**src/rtl/stb_pkg.sv**
```systemverilog
// shared constants, codes, command/status structs and address helper
// for the square tracing boundary block; no dependencies
package stb_pkg;

    localparam int MAX_ROWS   = 64;
    localparam int MAX_COLS   = 64;
    localparam int STEP_LIMIT = 16384;

    localparam int DEPTH  = MAX_ROWS * MAX_COLS;
    localparam int ADDR_W = $clog2(DEPTH);

    localparam int FUNC_W = 2;
    localparam int ROW_W  = 6;
    localparam int COL_W  = 6;
    localparam int PIX_W  = 8;
    localparam int CFG_W  = 7;
    localparam int IDX_W  = 1;
    localparam int POS_W  = CFG_W + 1;
    localparam int STEP_W = $clog2(STEP_LIMIT + 1);

    localparam logic [PIX_W-1:0] OBJ_VALUE = 8'd255;
    localparam logic [CFG_W-1:0] CFG_RESET = 7'd64;
    localparam logic [CFG_W-1:0] ROWS_CAP  = CFG_W'(MAX_ROWS);
    localparam logic [CFG_W-1:0] COLS_CAP  = CFG_W'(MAX_COLS);

    typedef enum logic [FUNC_W-1:0] {
        FUNC_WRITE = 2'd0,
        FUNC_TRACE = 2'd1,
        FUNC_READ  = 2'd2,
        FUNC_NONE  = 2'd3
    } t_func;

    typedef enum logic [IDX_W-1:0] {
        REG_ROWS = 1'b0,
        REG_COLS = 1'b1
    } t_reg;

    // turning right adds one, turning left subtracts one
    typedef enum logic [1:0] {
        DIR_UP    = 2'd0,
        DIR_RIGHT = 2'd1,
        DIR_DOWN  = 2'd2,
        DIR_LEFT  = 2'd3
    } t_dir;

    typedef enum logic [1:0] {
        RES_ZERO  = 2'd0,
        RES_READ  = 2'd1,
        RES_TRACE = 2'd2
    } t_res_sel;

    typedef enum logic [3:0] {
        S_INIT_CLR  = 4'd0,
        S_IDLE      = 4'd1,
        S_READ_WAIT = 4'd2,
        S_CLEAR     = 4'd3,
        S_SCAN_RD   = 4'd4,
        S_SCAN_CHK  = 4'd5,
        S_WALK_CHK  = 4'd6,
        S_WALK_EVAL = 4'd7,
        S_DONE      = 4'd8
    } t_state;

    typedef struct packed {
        logic     accept;
        logic     clr_step;
        logic     scan_rd;
        logic     scan_adv;
        logic     walk_init;
        logic     walk_rd;
        logic     walk_eval;
        logic     set_limit;
        logic     load_out;
        t_res_sel res_sel;
    } t_cmd;

    typedef struct packed {
        logic clr_last;
        logic img_empty;
        logic scan_hit;
        logic scan_last;
        logic walk_home;
        logic walk_limit;
    } t_stat;

    function automatic logic [ADDR_W-1:0] cell_addr(input logic [ROW_W-1:0] row,
                                                    input logic [COL_W-1:0] col);
        cell_addr = ADDR_W'(int'(row) * MAX_COLS + int'(col));
    endfunction

endpackage

```
**src/rtl/stb_ctrl.sv**
```systemverilog
// controller fsm: handshakes, output valid and datapath sequencing
// depends on stb_pkg
module stb_ctrl (
    input  logic                      i_clk,
    input  logic                      i_rst_n,
    input  logic                      i_valid,
    output logic                      o_stall,
    input  logic [stb_pkg::FUNC_W-1:0] i_func,
    output logic                      o_valid,
    input  logic                      i_stall,
    input  stb_pkg::t_stat            i_stat,
    output stb_pkg::t_cmd             o_cmd
);

    stb_pkg::t_state r_state;
    stb_pkg::t_state n_state;
    logic            r_out_valid;
    logic            n_out_valid;
    logic            out_free;
    logic            in_acc;
    stb_pkg::t_func  func;
    stb_pkg::t_cmd   cmd;

    assign func     = stb_pkg::t_func'(i_func);
    assign out_free = !r_out_valid || !i_stall;
    assign in_acc   = i_valid && (r_state == stb_pkg::S_IDLE) && out_free;
    assign o_stall  = !((r_state == stb_pkg::S_IDLE) && out_free);
    assign o_valid  = r_out_valid;
    assign o_cmd    = cmd;

    // next state
    always_comb begin
        n_state = r_state;
        case (r_state)
            stb_pkg::S_INIT_CLR: begin
                if (i_stat.clr_last) n_state = stb_pkg::S_IDLE;
            end
            stb_pkg::S_IDLE: begin
                if (in_acc) begin
                    case (func)
                        stb_pkg::FUNC_READ:  n_state = stb_pkg::S_READ_WAIT;
                        stb_pkg::FUNC_TRACE: n_state = stb_pkg::S_CLEAR;
                        default:             n_state = stb_pkg::S_IDLE;
                    endcase
                end
            end
            stb_pkg::S_READ_WAIT: n_state = stb_pkg::S_IDLE;
            stb_pkg::S_CLEAR: begin
                if (i_stat.clr_last) begin
                    n_state = i_stat.img_empty ? stb_pkg::S_DONE : stb_pkg::S_SCAN_RD;
                end
            end
            stb_pkg::S_SCAN_RD: n_state = stb_pkg::S_SCAN_CHK;
            stb_pkg::S_SCAN_CHK: begin
                if (i_stat.scan_hit) begin
                    n_state = stb_pkg::S_WALK_CHK;
                end else if (i_stat.scan_last) begin
                    n_state = stb_pkg::S_DONE;
                end else begin
                    n_state = stb_pkg::S_SCAN_RD;
                end
            end
            stb_pkg::S_WALK_CHK: begin
                if (i_stat.walk_home || i_stat.walk_limit) begin
                    n_state = stb_pkg::S_DONE;
                end else begin
                    n_state = stb_pkg::S_WALK_EVAL;
                end
            end
            stb_pkg::S_WALK_EVAL: n_state = stb_pkg::S_WALK_CHK;
            stb_pkg::S_DONE:      n_state = stb_pkg::S_IDLE;
            default:              n_state = stb_pkg::S_IDLE;
        endcase
    end

    // commands
    always_comb begin
        cmd = '0;
        cmd.res_sel = stb_pkg::RES_ZERO;
        case (r_state)
            stb_pkg::S_INIT_CLR: cmd.clr_step = 1'b1;
            stb_pkg::S_IDLE: begin
                cmd.accept = in_acc;
                if (in_acc && (func == stb_pkg::FUNC_WRITE || func == stb_pkg::FUNC_NONE)) begin
                    cmd.load_out = 1'b1;
                end
            end
            stb_pkg::S_READ_WAIT: begin
                cmd.load_out = 1'b1;
                cmd.res_sel  = stb_pkg::RES_READ;
            end
            stb_pkg::S_CLEAR:   cmd.clr_step = 1'b1;
            stb_pkg::S_SCAN_RD: cmd.scan_rd  = 1'b1;
            stb_pkg::S_SCAN_CHK: begin
                if (i_stat.scan_hit) begin
                    cmd.walk_init = 1'b1;
                end else if (!i_stat.scan_last) begin
                    cmd.scan_adv = 1'b1;
                end
            end
            stb_pkg::S_WALK_CHK: begin
                if (!i_stat.walk_home) begin
                    if (i_stat.walk_limit) begin
                        cmd.set_limit = 1'b1;
                    end else begin
                        cmd.walk_rd = 1'b1;
                    end
                end
            end
            stb_pkg::S_WALK_EVAL: cmd.walk_eval = 1'b1;
            stb_pkg::S_DONE: begin
                cmd.load_out = 1'b1;
                cmd.res_sel  = stb_pkg::RES_TRACE;
            end
            default: cmd = '0;
        endcase
    end

    always_comb begin
        n_out_valid = r_out_valid;
        if (cmd.load_out) begin
            n_out_valid = 1'b1;
        end else if (r_out_valid && !i_stall) begin
            n_out_valid = 1'b0;
        end
    end

    always_ff @(posedge i_clk) begin
        if (!i_rst_n) begin
            r_state     <= stb_pkg::S_INIT_CLR;
            r_out_valid <= 1'b0;
        end else begin
            r_state     <= n_state;
            r_out_valid <= n_out_valid;
        end
    end

    // an accepted item never finds an untaken result in the way
    a_acc_out_free: assert property (@(posedge i_clk) disable iff (!i_rst_n)
        in_acc |-> out_free)
        else $error("input beat accepted while output register is held");

    // a result is only loaded when the previous one is gone or leaving
    a_load_free: assert property (@(posedge i_clk) disable iff (!i_rst_n)
        cmd.load_out |-> out_free)
        else $error("result overwrites an untaken result");

    // one writer of the boundary map at a time
    a_bnd_one_writer: assert property (@(posedge i_clk) disable iff (!i_rst_n)
        $onehot0({cmd.clr_step, cmd.walk_init, cmd.walk_eval}))
        else $error("boundary map write collision");

    // every walk object read is followed by its evaluation
    a_eval_after_rd: assert property (@(posedge i_clk) disable iff (!i_rst_n)
        cmd.walk_rd |=> cmd.walk_eval)
        else $error("walk read not followed by evaluation");

endmodule

```
**config.mk**
```make
export PLATFORM = sky130hd
export DESIGN_NAME = stb_ctrl
export DESIGN_NICKNAME = d
export VERILOG_FILES = /design/src/rtl/stb_pkg.sv /design/src/rtl/stb_ctrl.sv
export SDC_FILE = /design/constraint.sdc
export NUM_CORES = 1
export LEC_CHECK = 0
export ABC_CLOCK_PERIOD_IN_PS = 2300
export BUFFER_PORTS_ARGS = -buffer_cell sky130_fd_sc_hd__buf_2
export CORE_ASPECT_RATIO = 0.9
export CORE_UTILIZATION = 30
export DETAILED_ROUTE_END_ITERATION = 8
export GPL_ROUTABILITY_DRIVEN = 0
export GPL_TIMING_DRIVEN = 0
export PLACE_DENSITY_LB_ADDON = 0.05
export SETUP_SLACK_MARGIN = 0.02
export SYNTH_ARGS = -nofsm -noshare
export SYNTH_HDL_FRONTEND = slang
export SYNTH_SLANG_ARGS = --single-unit
export TNS_END_PERCENT = 30
```
**constraint.sdc**
```tcl
create_clock -name i_clk -period 2.3 [get_ports i_clk]
set_input_delay 0.345 -clock i_clk [delete_from_list [all_inputs] [get_ports i_clk]]
set_output_delay 0.345 -clock i_clk [all_outputs]
set_load 0.005 [all_outputs]
```
==> Implementation_results.wiki, run 1 <==
{| class="wikitable"
! Metric !! Value
|-
| Clock-pin transition on the worst setup and hold timing paths || roughly 0.040 ns
|-
| Most used cells in the layout excluding fill and tap cells || buf_2 (25), nor2_1 (6), inv_1 (5), dfxtp_1 (5)
|-
| Synthesized area || slightly above 500 um2
|-
| Path type of the worst min-delay path || input port to flip-flop
|-
| Horizontal extent of the die || 45.5 um
|-
| Number of levels in the clock H-tree || 1
|-
| TritonRoute pass-1 iters || 4
|-
| Post-route minimum period || between 2 and 2.5 ns
|-
| Site row count || 13
|-
| Mean cell area of the mapped netlist || approximately 7.7 um2
|-
| DP Wirelength || approximately 1.1 mm
|-
| Post-route antenna net violation count || 0
|-
| Grt ovf || 0
|-
| Static Leakage || 0.362 nW
|-
| Capture instance of the worst register-to-register path || r_state[2]$_SDFFE_PN0P_
|-
| Post-route clock period utilization || between 80% and 90%
|-
| Total die area || 0.00187 mm2
|-
| DR vias || roughly 550
|-
| Max incr delay on CP || between 0.3 and 0.4 ns
|-
| Final setup vio count || 0
|-
| Area delta synth->final || 34.1%
|-
| Total global-route track usage || between 10% and 20%
|-
| Worst path top cell family by delay || simple AND/OR/NAND/NOR gates
|-
| Clock network latency to the later pin of the worst-skew pair || approximately 0.24 ns
|-
| Startpoint of the lowest-slack register-to-register path || r_state[3]$_SDFFE_PN0P_
|-
| Worst setup skew after layout || around 0.0012 ns
|-
| Total wire length after detailed routing || 1.30 mm
|-
| Worst R2R Setup Slack || about 0.8 ns
|-
| Post-CTS setup-driven buffer insertion count || 0
|-
| Number of antenna violations at the first check in global routing || 0
|-
| Routed wire length per instance || 11.2 um
|-
| Clock tree from TritonCTS || yes
|-
| Top cells by area in the synthesized netlist || dfxtp_1 (20%), nand4bb_4 (5.4%), nor2b_1 (4.9%)
|-
| Via count of the first global-routing pass || roughly 430
|-
| Post-cts resize count || 0
|-
| Initial detailed-routing violation count || 8
|-
| Clock tree sinks || 5
|-
| Share of the synthesized area in the top cell type || 19.6%
|-
| Highest clock rate || approximately 0.5 GHz
|-
| Start point of the critical path || r_state[0]$_SDFFE_PN0P_
|-
| Hold violation total from the final report || 0
|-
| Clock tree root driver cell || clkbuf_4
|-
| Initial Util || 33.7%
|-
| Power, Total || 0.251 mW
|-
| Ys Warns || 0
|-
| Fraction of final layout cells sized beyond drive strength 1 || 37.2%
|-
| Setup TNS || 0 ns
|-
| Biggest area consumer among synthesized cells || dfxtp_1
|-
| Critical path endpoint category || output pin
|-
| Y dimension of the die || 41.1 um
|-
| Depth of the critical timing path with buffers and inverters included || 6
|-
| Maximum number of pins on one net before global-route repair || 11
|-
| Most common library cell in the layout ignoring fill and taps || buf_2
|-
| Distinct cell type count after synthesis || 35
|-
| Setup repair after global routing missed its margin || no
|-
| Total inserted antenna cells || 0
|-
| Critical path launch point type || flip-flop
|-
| Worst slew margin relative to its limit || 72.7%
|-
| Area of the core region || 0.00151 mm2
|-
| Total count of max-transition violations in the final report || 0
|-
| Required time of the worst setup path || 1.96 ns
|-
| IO Pins || 25
|-
| Number of instances in the synthesized netlist || 66
|-
| Fill cells || approximately 160
|-
| Beginning of the worst hold path || i_rst_n
|-
| CP bufs+invs || 3
|-
| Arrival @ worst endpoint || around 1.7 ns
|-
| Worst-margin pin slew || approximately 0.4 ns
|-
| Type of the worst setup path || flip-flop to output pin
|-
| Synth Register Bits || 5
|-
| Power per standard cell area || between 300 and 400 mW/mm2
|-
| Max Root-Sink Buffers || 2
|-
| Wire length of the first global-routing pass || about 2.1 mm
|-
| IO Port Bufs || 24
|-
| Worst reg-to-reg path cell count || 4
|-
| Final #Nets || 108
|-
| Sequential element share of the synthesized area || between 10% and 20%
|-
| Reported max-cap violation count || 0
|-
| Run status || complete, no violations
|-
| Critical Path, Cell by Cell || buf_6 > nor2b_1 > and4_1 > a22o_1 > buf_4 > buf_2
|-
| Largest vdd supply drop || about 270 uV
|-
| Detailed-route vias per instance || about 4.8
|-
| Net Count, Synth || 79
|-
| Critical Path Slowest Stage Cell || nor2b_1
|-
| Number of buffers inserted for hold repair after clock tree synthesis || 0
|-
| Clock buffers created by TritonCTS || 3
|-
| Capturing instance or port of the critical path || o_cmd[2]
|-
| Largest driver fanout on the critical path || 10
|-
| Remaining routing DRC violations || 0
|}
registers in the layout, indices dropped and copies added (netlist names):
name,cells
o_valid,1
r_state,4
cells in the mapped netlist (all sizes together):
library cell	count
inv	6
nor2	6
dfxtp	5
a21oi	4
buf	4
nor2b	4
nand2	3
nor3	3
and2	2
and3	2
nand3	2
nor3b	2
o21a	2
o21ai	2
o311a	2
a2111o	1
a211oi	1
a21boi	1
a221oi	1
a22o	1
and4	1
clkbuf	1
ha	1
nand3b	1
nand4	1
nand4bb	1
nor4	1
nor4b	1
o21bai	1
o31a	1
or3	1
xor2	1
final cells by class:
type | instances | area, um2 | area share, %
buffer | 5 | 35.0 | 5.12
clock buffer | 4 | 26.3 | 3.84
inverter | 6 | 22.5 | 3.29
multi-input combinational | 50 | 353 | 51.6
sequential | 5 | 100 | 14.6
tap | 22 | 27.5 | 4.02
timing repair buffer | 24 | 120 | 17.6
per-stage QoR:
step | utilization [%] | hold WS, ns | setup slack, ns | cell area [um2] | instances
3_5_place_dp | 43.5 | 0.598 | 0.533 | 658 | 112
6_report | 45.2 | 0.380 | 0.293 | 684 | 116
5_1_grt | 45.2 | 0.390 | 0.204 | 684 | 116
3_3_place_gp | 43.5 | 0.597 | 0.549 | 658 | 112
4_1_cts | 45.2 | 0.370 | 0.271 | 684 | 116
2_1_floorplan | - | 0.462 | 0.787 | 510 | 66
logic make-up after synthesis:
| family | count (synthesis) | share of synthesized area [%] |
|---|---|---|
| simple gates | 31 | 39.2 |
| compound gates | 17 | 25.7 |
| buf+inv | 11 | 11.3 |
| flops | 5 | 19.6 |
| xor+xnor | 1 | 1.72 |
| fa+ha+maj | 1 | 2.45 |
report_power, final:
group | internal (mW) | switching (mW)
Combinational | 0.0304 | 0.0308
Sequential | 0.0897 | 0.00147
Clock | 0.0654 | 0.0333
worst min path at each step:
| stage | to | slack (ns) | cells past startpoint |
|---|---|---|---|
| after global placement | o_valid$_SDFFE_PN0P_ | 0.60 | 3 |
| final | o_valid$_SDFFE_PN0P_ | 0.38 | 2 |
| after CTS | o_valid$_SDFFE_PN0P_ | 0.37 | 2 |
| after floorplan | o_valid$_SDFFE_PN0P_ | 0.46 | 1 |
| after detailed placement | r_state[1]$_SDFFE_PN0P_ | 0.60 | 3 |
| after global routing | o_valid$_SDFFE_PN0P_ | 0.39 | 2 |
routing by layer:
metal  up-vias  share of wire (%)  GRT usage [%]
met5         -                  0              0
met4         0                1.1           6.82
met3         2                2.5              0
met2        12                 44           24.6
met1       242                 52           23.1
li1        298                  -              -
(Power assumes the default switching activity.)
==> run 2, diff against run 1 <==
- CTS_BUF_LIST: unset -> sky130_fd_sc_hd__clkbuf_2 sky130_fd_sc_hd__clkbuf_4 sky130_fd_sc_hd__clkbuf_8
==> Implementation_results.wiki, run 2 (synthesized netlist as in run 1, its figures left out) <==
{| class="wikitable"
! Metric !! Value
|-
| Run status || complete, no violations
|-
| Worst hold slack across all endpoints || between 0.3 and 0.4 ns
|-
| IO Port Bufs || 24
|-
| Critical path endpoint category || output pin
|-
| Total count of max-transition violations in the final report || 0
|-
| Max Root-Sink Buffers || 2
|-
| Clock network fraction of total power || a little over two fifths
|-
| Routed wire length per instance || roughly 11 um
|-
| Setup repair after global routing missed its margin || no
|-
| Non-filler instance count after layout || approximately 120
|-
| Final #Nets || about 110
|-
| DR vias || between 500 and 600
|-
| Met2 wirelength from detailed routing || approximately 570 um
|-
| Clock tree sinks || 5
|-
| Power, Total || around 0.26 mW
|-
| Number of buffers inserted for hold repair after clock tree synthesis || 0
|-
| Site row count || 13
|-
| Capture instance of the worst register-to-register path || r_state[2]$_SDFFE_PN0P_
|-
| Total placed cells including tap cells || around 110
|-
| Post-route minimum period || about 2.0 ns
|-
| Worst R2R Setup Slack || around 0.8 ns
|-
| Total global-route track usage || between 10% and 20%
|-
| Number of antenna violations at the first check in global routing || 0
|-
| Post-cts resize count || 0
|-
| Total wire length after detailed routing || about 1.3 mm
|-
| Clock buffers created by TritonCTS || 3
|-
| Highest metal layer with signal wires || met4
|-
| Via count of the first global-routing pass || 431
|-
| Switching power summed over all nets || 0.0653 mW
|-
| Post-route antenna net violation count || 0
|-
| Critical path launch point type || flip-flop
|-
| Clock tree root driver cell || clkbuf_4
|-
| Number of flip-flops under the largest register name || 4
|-
| TritonRoute pass-1 iters || 4
|-
| Most common library cell in the layout ignoring fill and taps || buf_2
|-
| Power share of the sequential group || a little over a third
|-
| Reported max-cap violation count || 0
|-
| Sequential cell area || 100 um2
|-
| Largest driver fanout on the critical path || 10
|-
| Setup TNS || 0 ns
|-
| Worst-margin pin slew || roughly 0.41 ns
|-
| Switch share || approximately 25%
|-
| Arrival @ worst endpoint || about 1.7 ns
|-
| Post-route clock period utilization || 87.4%
|-
| DP Wirelength || around 1.1 mm
|-
| Static Leakage || approximately 0.37 nW
|-
| Total die area || around 0.0019 mm2
|-
| Fraction of power consumed by combinational cells || 23.4%
|-
| Int Pwr || between 0.15 and 0.2 mW
|-
| Number of cells on the worst hold path || 2
|-
| Post-CTS setup-driven buffer insertion count || 0
|-
| Wire length on met3 || between 30 and 40 um
|-
| Final setup vio count || 0
|-
| Y dimension of the die || roughly 41 um
|-
| Hold violation total from the final report || 0
|-
| Clock tree from TritonCTS || yes
|-
| Power per standard cell area || about 380 mW/mm2
|-
| Worst reg-to-reg path cell count || 4
|-
| Detailed-route vias per instance || 4.82
|-
| Fraction of final layout cells sized beyond drive strength 1 || between 30% and 40%
|-
| Area delta synth->final || 34.8%
|-
| Met1 layer wirelength in the final routing || approximately 700 um
|-
| Path type of the worst min-delay path || input port to flip-flop
|-
| IO Pins || 25
|-
| Clock network latency to the later pin of the worst-skew pair || 0.24 ns
|-
| Fill cells || roughly 160
|-
| Startpoint of the lowest-slack register-to-register path || r_state[3]$_SDFFE_PN0P_
|-
| Highest clock rate || around 0.50 GHz
|-
| Largest vdd supply drop || ~260 uV
|-
| Multi-input gate area in the final layout || between 300 and 400 um2
|-
| Initial Util || about a third
|-
| Number of levels in the clock H-tree || 1
|-
| Clock-pin transition on the worst setup and hold timing paths || 0.04 ns
|-
| Worst slew margin relative to its limit || between 70% and 80%
|-
| Remaining routing DRC violations || 0
|-
| Wire length of the first global-routing pass || ~2.1 mm
|-
| End point of the most critical hold path || o_valid$_SDFFE_PN0P_
|-
| Grt ovf || 0
|-
| Required time of the worst setup path || between 1.5 and 2 ns
|-
| Maximum number of pins on one net before global-route repair || 11
|-
| Most used cells in the layout excluding fill and tap cells || buf_2 (25), nor2_1 (6), inv_1 (5), dfxtp_1 (5)
|-
| Initial detailed-routing violation count || 8
|-
| Horizontal extent of the die || 45.5 um
|-
| Type of the worst setup path || flip-flop to output pin
|-
| Register with the highest flop count || r_state
|-
| Total inserted antenna cells || 0
|-
| Worst setup skew after layout || 0.000442 ns
|-
| Beginning of the worst hold path || i_rst_n
|-
| Area of the core region || around 0.0015 mm2
|}
run 2: cell count changes in the layout (fill, tap and decap cells not counted):
cell	previous run	this run
clkbuf_1	2	1
clkbuf_4	3	4
run 2: final cells by class:
cell class / instances / area share, %
repair buffers: 24 / 17.5
well taps: 22 / 4.00
clock buffers: 4 / 4.36
multi-input cells: 50 / 51.3
flip-flops and latches: 5 / 14.5
inverters: 6 / 3.27
plain buffers: 5 / 5.09
run 2: worst max-delay path: stages (launching register included):
cell and delay [ns]:
dfxtp_1 0.31, buf_6 0.13, nor2b_1 0.34, and4_1 0.27, a22o_1 0.18, buf_4 0.11
buf_2 0.09
run 2: routing by layer:
metal / up-vias / global-route usage [%]
met5: - / 0
met4: 0 / 6.82
met3: 2 / 0
met2: 12 / 24.6
met1: 246 / 23.1
li1: 299 / -
run 2: per-stage QoR:
step	cell area, um2	setup WS (ns)	utilization (%)
finish	688	0.289	45.5
floorplan	510	0.787	-
detailed placement	658	0.533	43.5
global placement	658	0.549	43.5
CTS	688	0.275	45.5
global route	688	0.208	45.5
run 2: how the worst max path moves through the flow:
stage,from,endpoint,cells past startpoint
floorplan,r_state[0]$_SDFFE_PN0P_,o_cmd[2],5
global placement,r_state[0]$_SDFFE_PN0P_,o_cmd[2],6
detailed placement,r_state[0]$_SDFFE_PN0P_,o_cmd[2],6
CTS,r_state[0]$_SDFFE_PN0P_,o_cmd[2],6
global route,r_state[0]$_SDFFE_PN0P_,o_cmd[2],6
finish,r_state[0]$_SDFFE_PN0P_,o_cmd[2],6
run 2: power by group through the flow:
stage	clock [mW]	combinational [mW]	sequential, mW
6_report	0.110	0.0613	0.0912
5_1_grt	0.117	0.0703	0.0913
4_1_cts	0.115	0.0616	0.0911
3_5_place_dp	0	0.0615	0.0926
3_3_place_gp	0	0.0609	0.0927
2_1_floorplan	0	0.0368	0.0926
